`config.mk`:
```
export PLATFORM = sky130hd
export DESIGN_NAME = link_handshake_heartbeat_fsm_core
export DESIGN_NICKNAME = d
export VERILOG_FILES = /design/src/rtl/lhb_pkg.sv /design/src/rtl/link_handshake_heartbeat_fsm_core.sv /design/src/rtl/lhb_step.sv
export SDC_FILE = /design/constraint.sdc
export NUM_CORES = 1
export LEC_CHECK = 0
export BUFFER_PORTS_ARGS = -buffer_cell sky130_fd_sc_hd__buf_2
export CAP_MARGIN = 0
export CORE_ASPECT_RATIO = 0.9
export CORE_UTILIZATION = 65
export CTS_CLUSTER_DIAMETER = 40
export DETAILED_ROUTE_END_ITERATION = 6
export GPL_TIMING_DRIVEN = 0
export PLACE_DENSITY = 0.83
export SYNTH_ARGS = -nofsm -noshare
export SYNTH_HDL_FRONTEND = slang
export SYNTH_SLANG_ARGS = --single-unit
```
`constraint.sdc`:
```
create_clock -name i_clk -period 21.3 [get_ports i_clk]
set_clock_uncertainty 0.15 [all_clocks]
set_input_delay 5.325 -clock i_clk [delete_from_list [all_inputs] [get_ports i_clk]]
set_output_delay 5.325 -clock i_clk [all_outputs]
set_load 0.02 [all_outputs]
```
`src/rtl/lhb_pkg.sv`:
```
`timescale 1ns / 1ps
// ----------------------------------------------------------------------------
// lhb_pkg
// Types and constants shared by the link handshake / heartbeat core.
// ----------------------------------------------------------------------------
package lhb_pkg;

    localparam int LHB_MAX_RES = 3;

    typedef enum logic [1:0] {
        ST_DISC = 2'd0,
        ST_HAND = 2'd1,
        ST_CONN = 2'd2
    } t_link_state;

    // item kinds
    localparam logic OP_UPDATE   = 1'b0;
    localparam logic OP_DISPATCH = 1'b1;

    // result kinds
    localparam logic [1:0] RK_STATUS  = 2'd0;
    localparam logic [1:0] RK_SEND    = 2'd1;
    localparam logic [1:0] RK_DELIVER = 2'd2;

    // send kinds
    localparam logic [1:0] SK_HANDSHAKE = 2'd0;
    localparam logic [1:0] SK_HEARTBEAT = 2'd1;
    localparam logic [1:0] SK_NAME      = 2'd2;
    localparam logic [1:0] SK_PONG      = 2'd3;

    // error codes
    localparam logic [1:0] ERR_OK          = 2'd0;
    localparam logic [1:0] ERR_NO_RESPONSE = 2'd1;
    localparam logic [1:0] ERR_HB_TIMEOUT  = 2'd2;

    // datagram opcodes and class
    localparam logic [7:0] OPC_HANDSHAKE_REPLY = 8'd2;
    localparam logic [7:0] OPC_HEARTBEAT       = 8'd3;
    localparam logic [7:0] OPC_PING            = 8'd4;
    localparam logic [7:0] CLASS_MASK          = 8'hF0;
    localparam logic [7:0] NETWORK_CLASS       = 8'h00;
    localparam logic [7:0] MIN_HEADER_LEN      = 8'd8;

    // configuration register indexes
    localparam logic [2:0] CFG_RESPONSE_TIMEOUT   = 3'd0;
    localparam logic [2:0] CFG_RETRY_LIMIT        = 3'd1;
    localparam logic [2:0] CFG_HEARTBEAT_INTERVAL = 3'd2;
    localparam logic [2:0] CFG_HEARTBEAT_TIMEOUT  = 3'd3;
    localparam logic [2:0] CFG_OPENER_VALUE       = 3'd4;

    // configuration reset values
    localparam logic [31:0] RST_RESPONSE_TIMEOUT   = 32'd1000;
    localparam logic [7:0]  RST_RETRY_LIMIT        = 8'd5;
    localparam logic [31:0] RST_HEARTBEAT_INTERVAL = 32'd1000;
    localparam logic [31:0] RST_HEARTBEAT_TIMEOUT  = 32'd5000;
    localparam logic [7:0]  RST_OPENER_VALUE       = 8'd0;

    typedef struct packed {
        logic        opcode;
        logic [31:0] now;
        logic        link_up;
        logic        rx_valid;
        logic [7:0]  rx_length;
        logic [7:0]  rx_header;
        logic [7:0]  rx_opcode;
        logic [31:0] rx_sequence;
    } t_in_word;

    typedef struct packed {
        logic [1:0]  result_kind;
        logic [1:0]  send_kind;
        logic [31:0] send_sequence;
        logic [7:0]  deliver_opcode;
        logic [1:0]  error_code;
        logic        connected;
        logic        last;
    } t_out_word;

    typedef struct packed {
        logic [31:0] response_timeout;
        logic [7:0]  retry_limit;
        logic [31:0] heartbeat_interval;
        logic [31:0] heartbeat_timeout;
        logic [7:0]  opener_value;
    } t_lhb_cfg;

    typedef struct packed {
        t_link_state link_state;
        logic [7:0]  retries_done;
        logic [31:0] last_rx_seq;
        logic [31:0] next_tx_seq;
        logic [31:0] handshake_sent_time;
        logic [31:0] heartbeat_sent_time;
        logic [31:0] heartbeat_recv_time;
    } t_lhb_state;

endpackage

```
`src/rtl/link_handshake_heartbeat_fsm_core.sv`:
```
`timescale 1ns / 1ps
// ----------------------------------------------------------------------------
// link_handshake_heartbeat_fsm_core
// Client link state machine: handshake with retries, heartbeats, dispatch.
// ----------------------------------------------------------------------------
// An input word is taken into an input register and handled in one pass as
// soon as the three-entry result buffer is empty or giving up its last word;
// the first result appears the cycle after that. Each item yields one to three
// result words, and the result buffer hands out one word per cycle while the
// output is not stalled; items with a single status word then flow at one per
// cycle. Configuration writes land at the next clock edge.
module link_handshake_heartbeat_fsm_core (
    input  logic                i_clk,
    input  logic                i_rst_n,
    // input channel
    input  logic                i_in_valid,
    output logic                o_in_stall,
    input  lhb_pkg::t_in_word   i_in_word,
    // result channel
    output logic                o_out_valid,
    input  logic                i_out_stall,
    output lhb_pkg::t_out_word  o_out_word,
    // configuration
    input  logic                i_cfg_wr_en,
    input  logic [2:0]          i_cfg_index,
    input  logic [31:0]         i_cfg_wdata
);
    import lhb_pkg::*;

    t_lhb_cfg                     r_cfg;
    t_lhb_state                   r_state;
    t_lhb_state                   n_state;
    t_in_word                     r_in;
    logic                         r_in_valid;
    t_out_word [LHB_MAX_RES-1:0]  r_buf;
    t_out_word [LHB_MAX_RES-1:0]  n_res;
    logic [1:0]                   r_cnt;
    logic [1:0]                   n_cnt;
    logic                         in_take;
    logic                         out_take;
    logic                         process;

    lhb_step u_step (
        .i_state (r_state),
        .i_cfg   (r_cfg),
        .i_word  (r_in),
        .o_state (n_state),
        .o_res   (n_res),
        .o_cnt   (n_cnt)
    );

    assign o_out_valid = (r_cnt != 2'd0);
    assign o_out_word  = r_buf[0];
    assign out_take    = o_out_valid && !i_out_stall;
    assign process     = r_in_valid &&
                         ((r_cnt == 2'd0) || ((r_cnt == 2'd1) && out_take));
    assign o_in_stall  = r_in_valid && !process;
    assign in_take     = i_in_valid && !o_in_stall;

    always_ff @(posedge i_clk) begin
        if (!i_rst_n) begin
            r_cfg.response_timeout   <= RST_RESPONSE_TIMEOUT;
            r_cfg.retry_limit        <= RST_RETRY_LIMIT;
            r_cfg.heartbeat_interval <= RST_HEARTBEAT_INTERVAL;
            r_cfg.heartbeat_timeout  <= RST_HEARTBEAT_TIMEOUT;
            r_cfg.opener_value       <= RST_OPENER_VALUE;
        end else if (i_cfg_wr_en) begin
            case (i_cfg_index)
                CFG_RESPONSE_TIMEOUT:   r_cfg.response_timeout   <= i_cfg_wdata;
                CFG_RETRY_LIMIT:        r_cfg.retry_limit        <= i_cfg_wdata[7:0];
                CFG_HEARTBEAT_INTERVAL: r_cfg.heartbeat_interval <= i_cfg_wdata;
                CFG_HEARTBEAT_TIMEOUT:  r_cfg.heartbeat_timeout  <= i_cfg_wdata;
                CFG_OPENER_VALUE:       r_cfg.opener_value       <= i_cfg_wdata[7:0];
                default: ;
            endcase
        end
    end

    always_ff @(posedge i_clk) begin
        if (!i_rst_n) begin
            r_state.link_state          <= ST_DISC;
            r_state.retries_done        <= '0;
            r_state.last_rx_seq         <= '0;
            r_state.next_tx_seq         <= '0;
            r_state.handshake_sent_time <= '0;
            r_state.heartbeat_sent_time <= '0;
            r_state.heartbeat_recv_time <= '0;
            r_in_valid                  <= 1'b0;
            r_cnt                       <= 2'd0;
        end else begin
            if (process) begin
                r_state <= n_state;
                r_cnt   <= n_cnt;
            end else if (out_take) begin
                r_cnt <= r_cnt - 2'd1;
            end
            if (in_take) begin
                r_in_valid <= 1'b1;
            end else if (process) begin
                r_in_valid <= 1'b0;
            end
        end
    end

    // payload registers
    always_ff @(posedge i_clk) begin
        if (in_take) begin
            r_in <= i_in_word;
        end
        if (process) begin
            r_buf <= n_res;
        end else if (out_take) begin
            r_buf[0] <= r_buf[1];
            r_buf[1] <= r_buf[2];
        end
    end

endmodule

```
`src/rtl/lhb_step.sv`:
```
`timescale 1ns / 1ps
// ----------------------------------------------------------------------------
// lhb_step
// Combinational next-state and result builder for one input word.
// ----------------------------------------------------------------------------
module lhb_step (
    input  lhb_pkg::t_lhb_state                       i_state,
    input  lhb_pkg::t_lhb_cfg                         i_cfg,
    input  lhb_pkg::t_in_word                         i_word,
    output lhb_pkg::t_lhb_state                       o_state,
    output lhb_pkg::t_out_word [lhb_pkg::LHB_MAX_RES-1:0] o_res,
    output logic [1:0]                                o_cnt
);
    import lhb_pkg::*;

    logic [31:0] hs_due;
    logic [31:0] hb_tx_due;
    logic [31:0] hb_rx_due;
    logic        hs_expired;
    logic        hb_tx_expired;
    logic        hb_rx_expired;
    logic        reply_ok;

    // wrap-around sums, unsigned compare
    assign hs_due        = i_state.handshake_sent_time + i_cfg.response_timeout;
    assign hb_tx_due     = i_state.heartbeat_sent_time + i_cfg.heartbeat_interval;
    assign hb_rx_due     = i_state.heartbeat_recv_time + i_cfg.heartbeat_timeout;
    assign hs_expired    = i_word.now > hs_due;
    assign hb_tx_expired = i_word.now > hb_tx_due;
    assign hb_rx_expired = i_word.now > hb_rx_due;

    assign reply_ok = i_word.rx_valid && (i_word.rx_length >= MIN_HEADER_LEN) &&
                      (i_word.rx_header == i_cfg.opener_value) &&
                      (i_word.rx_sequence > i_state.last_rx_seq);

    always_comb begin
        t_lhb_state                    st;
        t_out_word [LHB_MAX_RES-1:0]   res;
        logic [1:0]                    cnt;
        logic [1:0]                    err;
        logic                          snd;
        logic [1:0]                    snd_kind;
        logic                          snd2;

        st       = i_state;
        res      = '0;
        cnt      = 2'd0;
        err      = ERR_OK;
        snd      = 1'b0;
        snd_kind = SK_HANDSHAKE;
        snd2     = 1'b0;

        if (i_word.opcode == OP_UPDATE) begin
            case (i_state.link_state)
                ST_HAND: begin
                    if (hs_expired) begin
                        if (i_state.retries_done < i_cfg.retry_limit) begin
                            st.retries_done        = i_state.retries_done + 8'd1;
                            st.handshake_sent_time = i_word.now;
                            snd                    = 1'b1;
                            snd_kind               = SK_HANDSHAKE;
                        end else begin
                            st.link_state = ST_DISC;
                            err           = ERR_NO_RESPONSE;
                        end
                    end else if (reply_ok) begin
                        st.last_rx_seq = i_word.rx_sequence;
                        if (i_word.rx_opcode == OPC_HANDSHAKE_REPLY) begin
                            st.link_state          = ST_CONN;
                            st.heartbeat_sent_time = i_word.now;
                            st.heartbeat_recv_time = i_word.now;
                            snd                    = 1'b1;
                            snd_kind               = SK_HEARTBEAT;
                            snd2                   = 1'b1;
                        end
                    end
                end
                ST_CONN: begin
                    if (hb_tx_expired) begin
                        st.heartbeat_sent_time = i_word.now;
                        snd                    = 1'b1;
                        snd_kind               = SK_HEARTBEAT;
                    end
                end
                default: begin
                    st.link_state = ST_DISC;
                    if (i_word.link_up) begin
                        st.retries_done        = 8'd1;
                        st.link_state          = ST_HAND;
                        st.handshake_sent_time = i_word.now;
                        snd                    = 1'b1;
                        snd_kind               = SK_HANDSHAKE;
                    end
                end
            endcase
        end else if (i_word.rx_valid) begin
            if ((i_word.rx_opcode & CLASS_MASK) == NETWORK_CLASS) begin
                if (i_word.rx_opcode == OPC_HEARTBEAT) begin
                    st.heartbeat_recv_time = i_word.now;
                end else if (i_word.rx_opcode == OPC_PING) begin
                    snd      = 1'b1;
                    snd_kind = SK_PONG;
                end
            end else begin
                res[0].result_kind    = RK_DELIVER;
                res[0].deliver_opcode = i_word.rx_opcode;
                cnt                   = 2'd1;
            end
        end

        if (snd) begin
            res[0].result_kind   = RK_SEND;
            res[0].send_kind     = snd_kind;
            res[0].send_sequence = i_state.next_tx_seq;
            cnt                  = 2'd1;
            st.next_tx_seq       = i_state.next_tx_seq + 32'd1;
        end
        // client name follows the first heartbeat after a good reply
        if (snd2) begin
            res[1].result_kind   = RK_SEND;
            res[1].send_kind     = SK_NAME;
            res[1].send_sequence = i_state.next_tx_seq + 32'd1;
            cnt                  = 2'd2;
            st.next_tx_seq       = i_state.next_tx_seq + 32'd2;
        end

        // receive watchdog: the heartbeat above is still reported
        if ((i_word.opcode == OP_UPDATE) && (i_state.link_state == ST_CONN) &&
            hb_rx_expired) begin
            st.last_rx_seq         = '0;
            st.next_tx_seq         = '0;
            st.handshake_sent_time = '0;
            st.heartbeat_sent_time = '0;
            st.heartbeat_recv_time = '0;
            st.link_state          = ST_DISC;
            err                    = ERR_HB_TIMEOUT;
        end

        res[cnt].result_kind = RK_STATUS;
        res[cnt].error_code  = err;
        res[cnt].last        = 1'b1;
        for (int k = 0; k < LHB_MAX_RES; k++) begin
            res[k].connected = (st.link_state == ST_CONN);
        end

        o_state = st;
        o_res   = res;
        o_cnt   = cnt + 2'd1;
    end

endmodule

```
Word-level counts from Yosys, hierarchy flattened
Index checks and enable logic that the tools add are counted.
{"block": "op_classes", "n_bitwise": 2, "n_eq_ne": 27, "n_mux": 89, "magnitude_cmp": 8, "add_sub_neg": 8, "reduce_logical": 41}
{"operator": "$mux W32", "n": 14}
{"operator": "$bwmux W144", "n": 3}
{"operator": "$demux W48 S2", "n": 3}
{"operator": "$mux W64", "n": 4}
{"operator": "$mux W96", "n": 2}
{"operator": "$mux W160", "n": 1}
{"operator": "$gt A32 B32 Y1", "n": 4}
{"operator": "$pmux W32 S2", "n": 2}
{"operator": "$add A32 B32 Y32", "n": 3}
{"operator": "$mux W2", "n": 25}
{"operator": "$mux W48", "n": 1}
{"operator": "$mux W42", "n": 1}
{"operator": "$mux W8", "n": 5}
{"operator": "$mux W36", "n": 1}
{"operator": "$mux W35", "n": 1}
{"operator": "$add A32 B1 Y32 const B", "n": 1}
{"operator": "$add A32 B2 Y32 const B", "n": 1}
{"operator": "$mux W1", "n": 21}
{"operator": "$pmux W10 S2", "n": 1}
{"operator": "$ne A3 B1 Y1 const B", "n": 6}
{"operator": "$reduce_bool A3 Y1", "n": 6}
{"operator": "$eq A8 B2 Y1 const B", "n": 2}
{"operator": "$reduce_and A2 Y1", "n": 6}
{"operator": "$reduce_and A6 Y1", "n": 2}
{"operator": "other kinds (33)", "n": 59}
{"block": "totals", "output_inout_bits": 50, "input_bits": 131, "reg_bits": 520}

Logic depth before layout (Yosys ltp)
{"block": "logic_depth", "ltp_word": 18, "mapped_depth": 26, "depth_no_buf": 24}

By module
From an unflattened synthesis, not the netlist that was laid out.
{"block": "unflattened", "hier_cells": 3960, "hier_area_um2": 33523.4}
{"mod": "link_handshake_heartbeat_fsm_core", "area_each_um2": 19217.2, "n_inst": 1, "cells_per_inst": 1849}
{"mod": "lhb_step", "area_each_um2": 14306.2, "n_inst": 1, "cells_per_inst": 2111}

Worst setup path before layout
No wires, ideal clock.
{"block": "synth_path", "path_type": "input port to flip-flop", "startpoint": "input i_out_stall", "endpoint": "register r_buf (netlist bit o_out_word[0]) (enable)", "setup_ns": 0.649, "required_ns": 20.501, "cell_stages": 1, "n_path_buf": 0, "t_arrival_ns": 11.351, "path_slack_ns": 9.150, "cell_sequence": "o21ai_0"}
{"block": "synth_between", "elab_chain_len": 6}
{"item": "start, declared", "line_no": "link_handshake_heartbeat_fsm_core.sv:21", "text": "input logic i_out_stall,"}
{"item": "$logic_not A1 Y1 (*)", "line_no": "link_handshake_heartbeat_fsm_core.sv:54", "text": "assign out_take = o_out_valid && !i_out_stall;"}
{"item": "$logic_and A1 B1 Y1 (*)", "line_no": "link_handshake_heartbeat_fsm_core.sv:54"}
{"item": "$logic_and A1 B1 Y1", "line_no": "link_handshake_heartbeat_fsm_core.sv:56", "text": "((r_cnt == 2'd0) || ((r_cnt == 2'd1) && out_take));"}
{"item": "$logic_or A1 B1 Y1", "line_no": "link_handshake_heartbeat_fsm_core.sv:56"}
{"item": "$logic_and A1 B1 Y1", "line_no": "link_handshake_heartbeat_fsm_core.sv:55", "text": "assign process = r_in_valid &&"}
{"item": "$reduce_bool A2 Y1 (no source line) (*)"}
{"item": "end signal, assigned", "line_no": "link_handshake_heartbeat_fsm_core.sv:111", "text": "r_buf <= n_res;"}
{"item": "end, declared", "line_no": "link_handshake_heartbeat_fsm_core.sv:35", "text": "t_out_word [LHB_MAX_RES-1:0] r_buf;"}
Mark *: on every way between the ends. The rest lies on a longest branch, timed or not.
A chain may end at the register's enable or synchronous reset.

Worst setup path after layout
{"block": "layout_path", "startpoint": "input i_out_stall", "endpoint": "output o_in_stall"}
{"block": "layout_between", "elab_chain_len": 7}
{"item": "$logic_not A1 Y1", "line_no": "link_handshake_heartbeat_fsm_core.sv:54"}
{"item": "$logic_and A1 B1 Y1", "line_no": "link_handshake_heartbeat_fsm_core.sv:54"}
{"item": "$logic_and A1 B1 Y1", "line_no": "link_handshake_heartbeat_fsm_core.sv:56"}
{"item": "$logic_or A1 B1 Y1", "line_no": "link_handshake_heartbeat_fsm_core.sv:56"}
{"item": "$logic_and A1 B1 Y1", "line_no": "link_handshake_heartbeat_fsm_core.sv:55"}
{"item": "$logic_not A1 Y1", "line_no": "link_handshake_heartbeat_fsm_core.sv:57", "text": "assign o_in_stall = r_in_valid && !process;"}
{"item": "$logic_and A1 B1 Y1", "line_no": "link_handshake_heartbeat_fsm_core.sv:57"}
{"item": "end, declared", "line_no": "link_handshake_heartbeat_fsm_core.sv:17", "text": "output logic o_in_stall,"}
Every way passes these cells.

==> impl_metrics.csv <==
group,metric,value,unit
detailed_routing,top_layer_used,"met4",
clock_tree,clkLatencyLatePin,0.64,ns
pwr,comb_power_share,14.4,%
timing,setup_tns,0,ns
finish,final_cell_mix,"455 x nand2_1, 316 x a21oi_1, 285 x dfxtp_1, 236 x ha_1, 189 x buf_2",
setup_path,r2r.worst_path.cells,24,
timing,fmax,85.9,MHz
pwr,p_total,2.41,mW
detailed_routing,first_iter_violations,2144,
global_route,track_usage,36.4,%
synth,synth_async_sr_flop_share,0,%
setup_path,worstPathArrival,6.17,ns
finish,final_common_cell,"nand2_1",
timing,hold-worst-slack,0.301,ns
clock_tree,cts_resized,0,
finish,design_area,0.0296,mm2
die,dieArea,0.0407,mm2
setup_path,required,15.83,ns
synth,synth_seq_cells,463,
synth,yosysSeqAreaShare,42.6,%
global_route,grt_max_degree,35,
die,die_width,213,um
clock_tree,clockRootBuffer,"clkbuf_16",
synth,yosysUniqueCellTypes,84,
global_route,grt_antenna_before_repair,4,
timing,setup_violations,0,
synth,synth_edf_count,178,
setup_path,criticalPathCategory,"input port to output port",
pwr,max-vdd-ir-drop,0.0714,mV
detailed_routing,routed_via_density,6.23,
pwr,switching_power,0.661,mW
timing,period_needed,11.64,ns
placed_design,place_congestion,0.973,
detailed_routing,num_vias,22872,
detailed_routing,wl_met1,31000,um
timing,fin_crit_sh,54.7,%
pwr,leakage,11.6,nW
synth,yosys_most_used_dff,"dfxtp_1",
timing,tightest_slew,1.16,ns
detailed_routing,wl_met2,33700,um
run,cap_violations,0,
die,ios,181,
synth,syn-num-nets,3219,
pwr,powerDensity,81.4,mW/mm2
finish,fin_nets,3461,
pwr,p_clk_share,42.2,%
finish,syn_to_final_growth,14.2,%
synth,syn_area_per_cell,9.10,um2
placed_design,io_buffers,177,
outcome,status,"completed",
placed_design,placed_area,0.0276,mm2
pwr,intPower,1.75,mW
clock_tree,clk_pin_slew,0.06,ns
setup_path,r2r-start,"r_state[32]",
timing,rsz0062_at_grt,"no",
clock_tree,cts_buffers,58,
clock_tree,post_cts_buffers,0,
detailed_routing,routed_wl,74600,um
clock_tree,cts_sinks,463,
hold_path,holdPathStages,2,
detailed_routing,drc,0,
die,initial_core_util,65.9,%
setup_path,rrSetupSlack,13.64,ns
finish,drive_gt1_share,12.5,%
global_route,grt_pass1_vias,21988,
synth,ys_warn_count,0,
detailed_routing,routed-wl-met3,7450,um
setup_path,critical_path_peak_fanout,3,
setup_path,cp-start-kind,"input port",
timing,final.setup.worst_slack,9.66,ns
die,core_area,0.0394,mm2
pwr,swShare,27.4,%
placed_design,dpl.hpwl,55400,um
detailed_routing,ant_nets,0,
die,fp-row-count,69,
setup_path,worstSetupEndpointType,"output port",
setup_path,worst_r2r_endpoint,"r_state[114]",
global_route,gr-total-overflow,0,
hold_path,hold_end,"r_state[158]",
detailed_routing,wl_per_cell,20.3,um
synth,synthesis.area,0.0259,mm2
placed_design,dp_slack,9.68,ns
die,fp.dieH,191,um
finish,fillers,2851,
timing,max_slew_margin,22.7,%
synth,syn_inst,2849,
hold_path,holdCritPathClass,"flip-flop to flip-flop",
pwr,pwr-share-seq,43.4,%
clock_tree,cts_tree,"done",
clock_tree,clk_path_buf_depth,3,
clock_tree,cts_hold_buffers,0,
timing,finalMaxSlewViolations,0,
timing,hold_viol,0,
hold_path,hp-start,"r_state[158]",
detailed_routing,drtPass1Iterations,5,
global_route,grt_pass1_wl,115000,um
clock_tree,h-tree-depth,2,
-- synthesized netlist by cell type, drive strengths merged (14+ instances only) --
master  number  area, um2
o21bai      20        150
a211oi      14        110
xor2        63        552
a22o        63        552
and2        19        119
buf         67        462
a21o        49        368
edfxtp     178       5350
xnor2       67        587
or2         14       90.1
clkbuf     111        417
o211ai      20        150
nor2       142        533
a31oi       19        125
nand2      456       1710
nand4       44        290
dfxtp      285       5710
mux2i       19        190
nor2b       19        119
and3        28        180
o21ai       81        409
inv        104        390
nand2b      29        181
nor3        29        150
ha         236       2950
a21oi      317       1590
nand3      143        716
or3         20        125
or3b        31        272
-- worst max path at each step --
| stage | from | end | slack (ns) | cells after the start |
|---|---|---|---|---|
| final | i_out_stall | o_in_stall | 9.66 | 5 |
| after global routing | i_out_stall | o_in_stall | 9.63 | 5 |
| after CTS | i_out_stall | o_in_stall | 9.67 | 5 |
| after detailed placement | i_out_stall | o_in_stall | 9.68 | 5 |
| after global placement | i_out_stall | o_out_word[40] | 6.66 | 2 |
| after floorplan | i_out_stall | o_out_word[0] | 9.15 | 1 |
-- kinds of logic (layout without fill, tap and decap cells) --
logic type,after synthesis,count (layout),synth area share [%]
DFF,463,463,42.6
adders and majority gates,239,239,11.6
other,1,2,0.0145
muxes,19,19,0.733
buffers and inverters,283,574,4.91
xor gates and xnor gates,130,130,4.39
and+or+nand+nor,1010,1010,18.4
AOI/OAI and AO/OA,704,704,17.3
-- critical path, cell delays in order --
cell and delay, ns:
buf_2 0.13, inv_1 0.05, a21oi_1 0.20, and2_1 0.27, buf_2 0.20
-- power by group through the flow --
| stage | registers [mW] | logic (mW) | clock network, mW |
|---|---|---|---|
| 3_5_place_dp | 1.06 | 0.342 | 0 |
| 4_1_cts | 1.04 | 0.345 | 1.02 |
| 5_1_grt | 1.05 | 0.376 | 1.06 |
| 3_3_place_gp | 1.08 | 0.314 | 0 |
| 6_report | 1.05 | 0.348 | 1.02 |
| 2_1_floorplan | 1.06 | 0.225 | 0 |
-- layer usage --
layer  up-vias  GRT usage [%]
li1      10719              -
met5         -              0
met3       195           7.20
met2      1067           57.4
met1     10891           49.3
met4         0           14.2
-- stage by stage --
stage,utilization [%],instances
3_5_place_dp,70.1,3563
5_1_grt,75.2,3673
6_report,75.2,3673
4_1_cts,75.2,3672
2_1_floorplan,-,2849
3_3_place_gp,69.8,3558
-- registers in the layout, indices dropped and copies added (netlist names) --
signal,flops
o_out_word,48
r_buf,42
r_cfg,112
r_cnt,2
r_in,88
r_in_valid,1
r_state,170
-- cell type report --
cell class | instances | area, um2 | share of cell area [%]
multi-input combinational | 2103 | 13600 | 46.0
sequential | 463 | 11100 | 37.3
clock buffer | 73 | 1540 | 5.20
timing repair buffer | 182 | 1000 | 3.38
buffer | 178 | 878 | 2.97
tap | 532 | 666 | 2.25
clock inverter | 36 | 444 | 1.50
inverter | 105 | 394 | 1.33
antenna | 1 | 2.50 | 0.00845
Note: power is estimated with default switching activity, not from simulation.
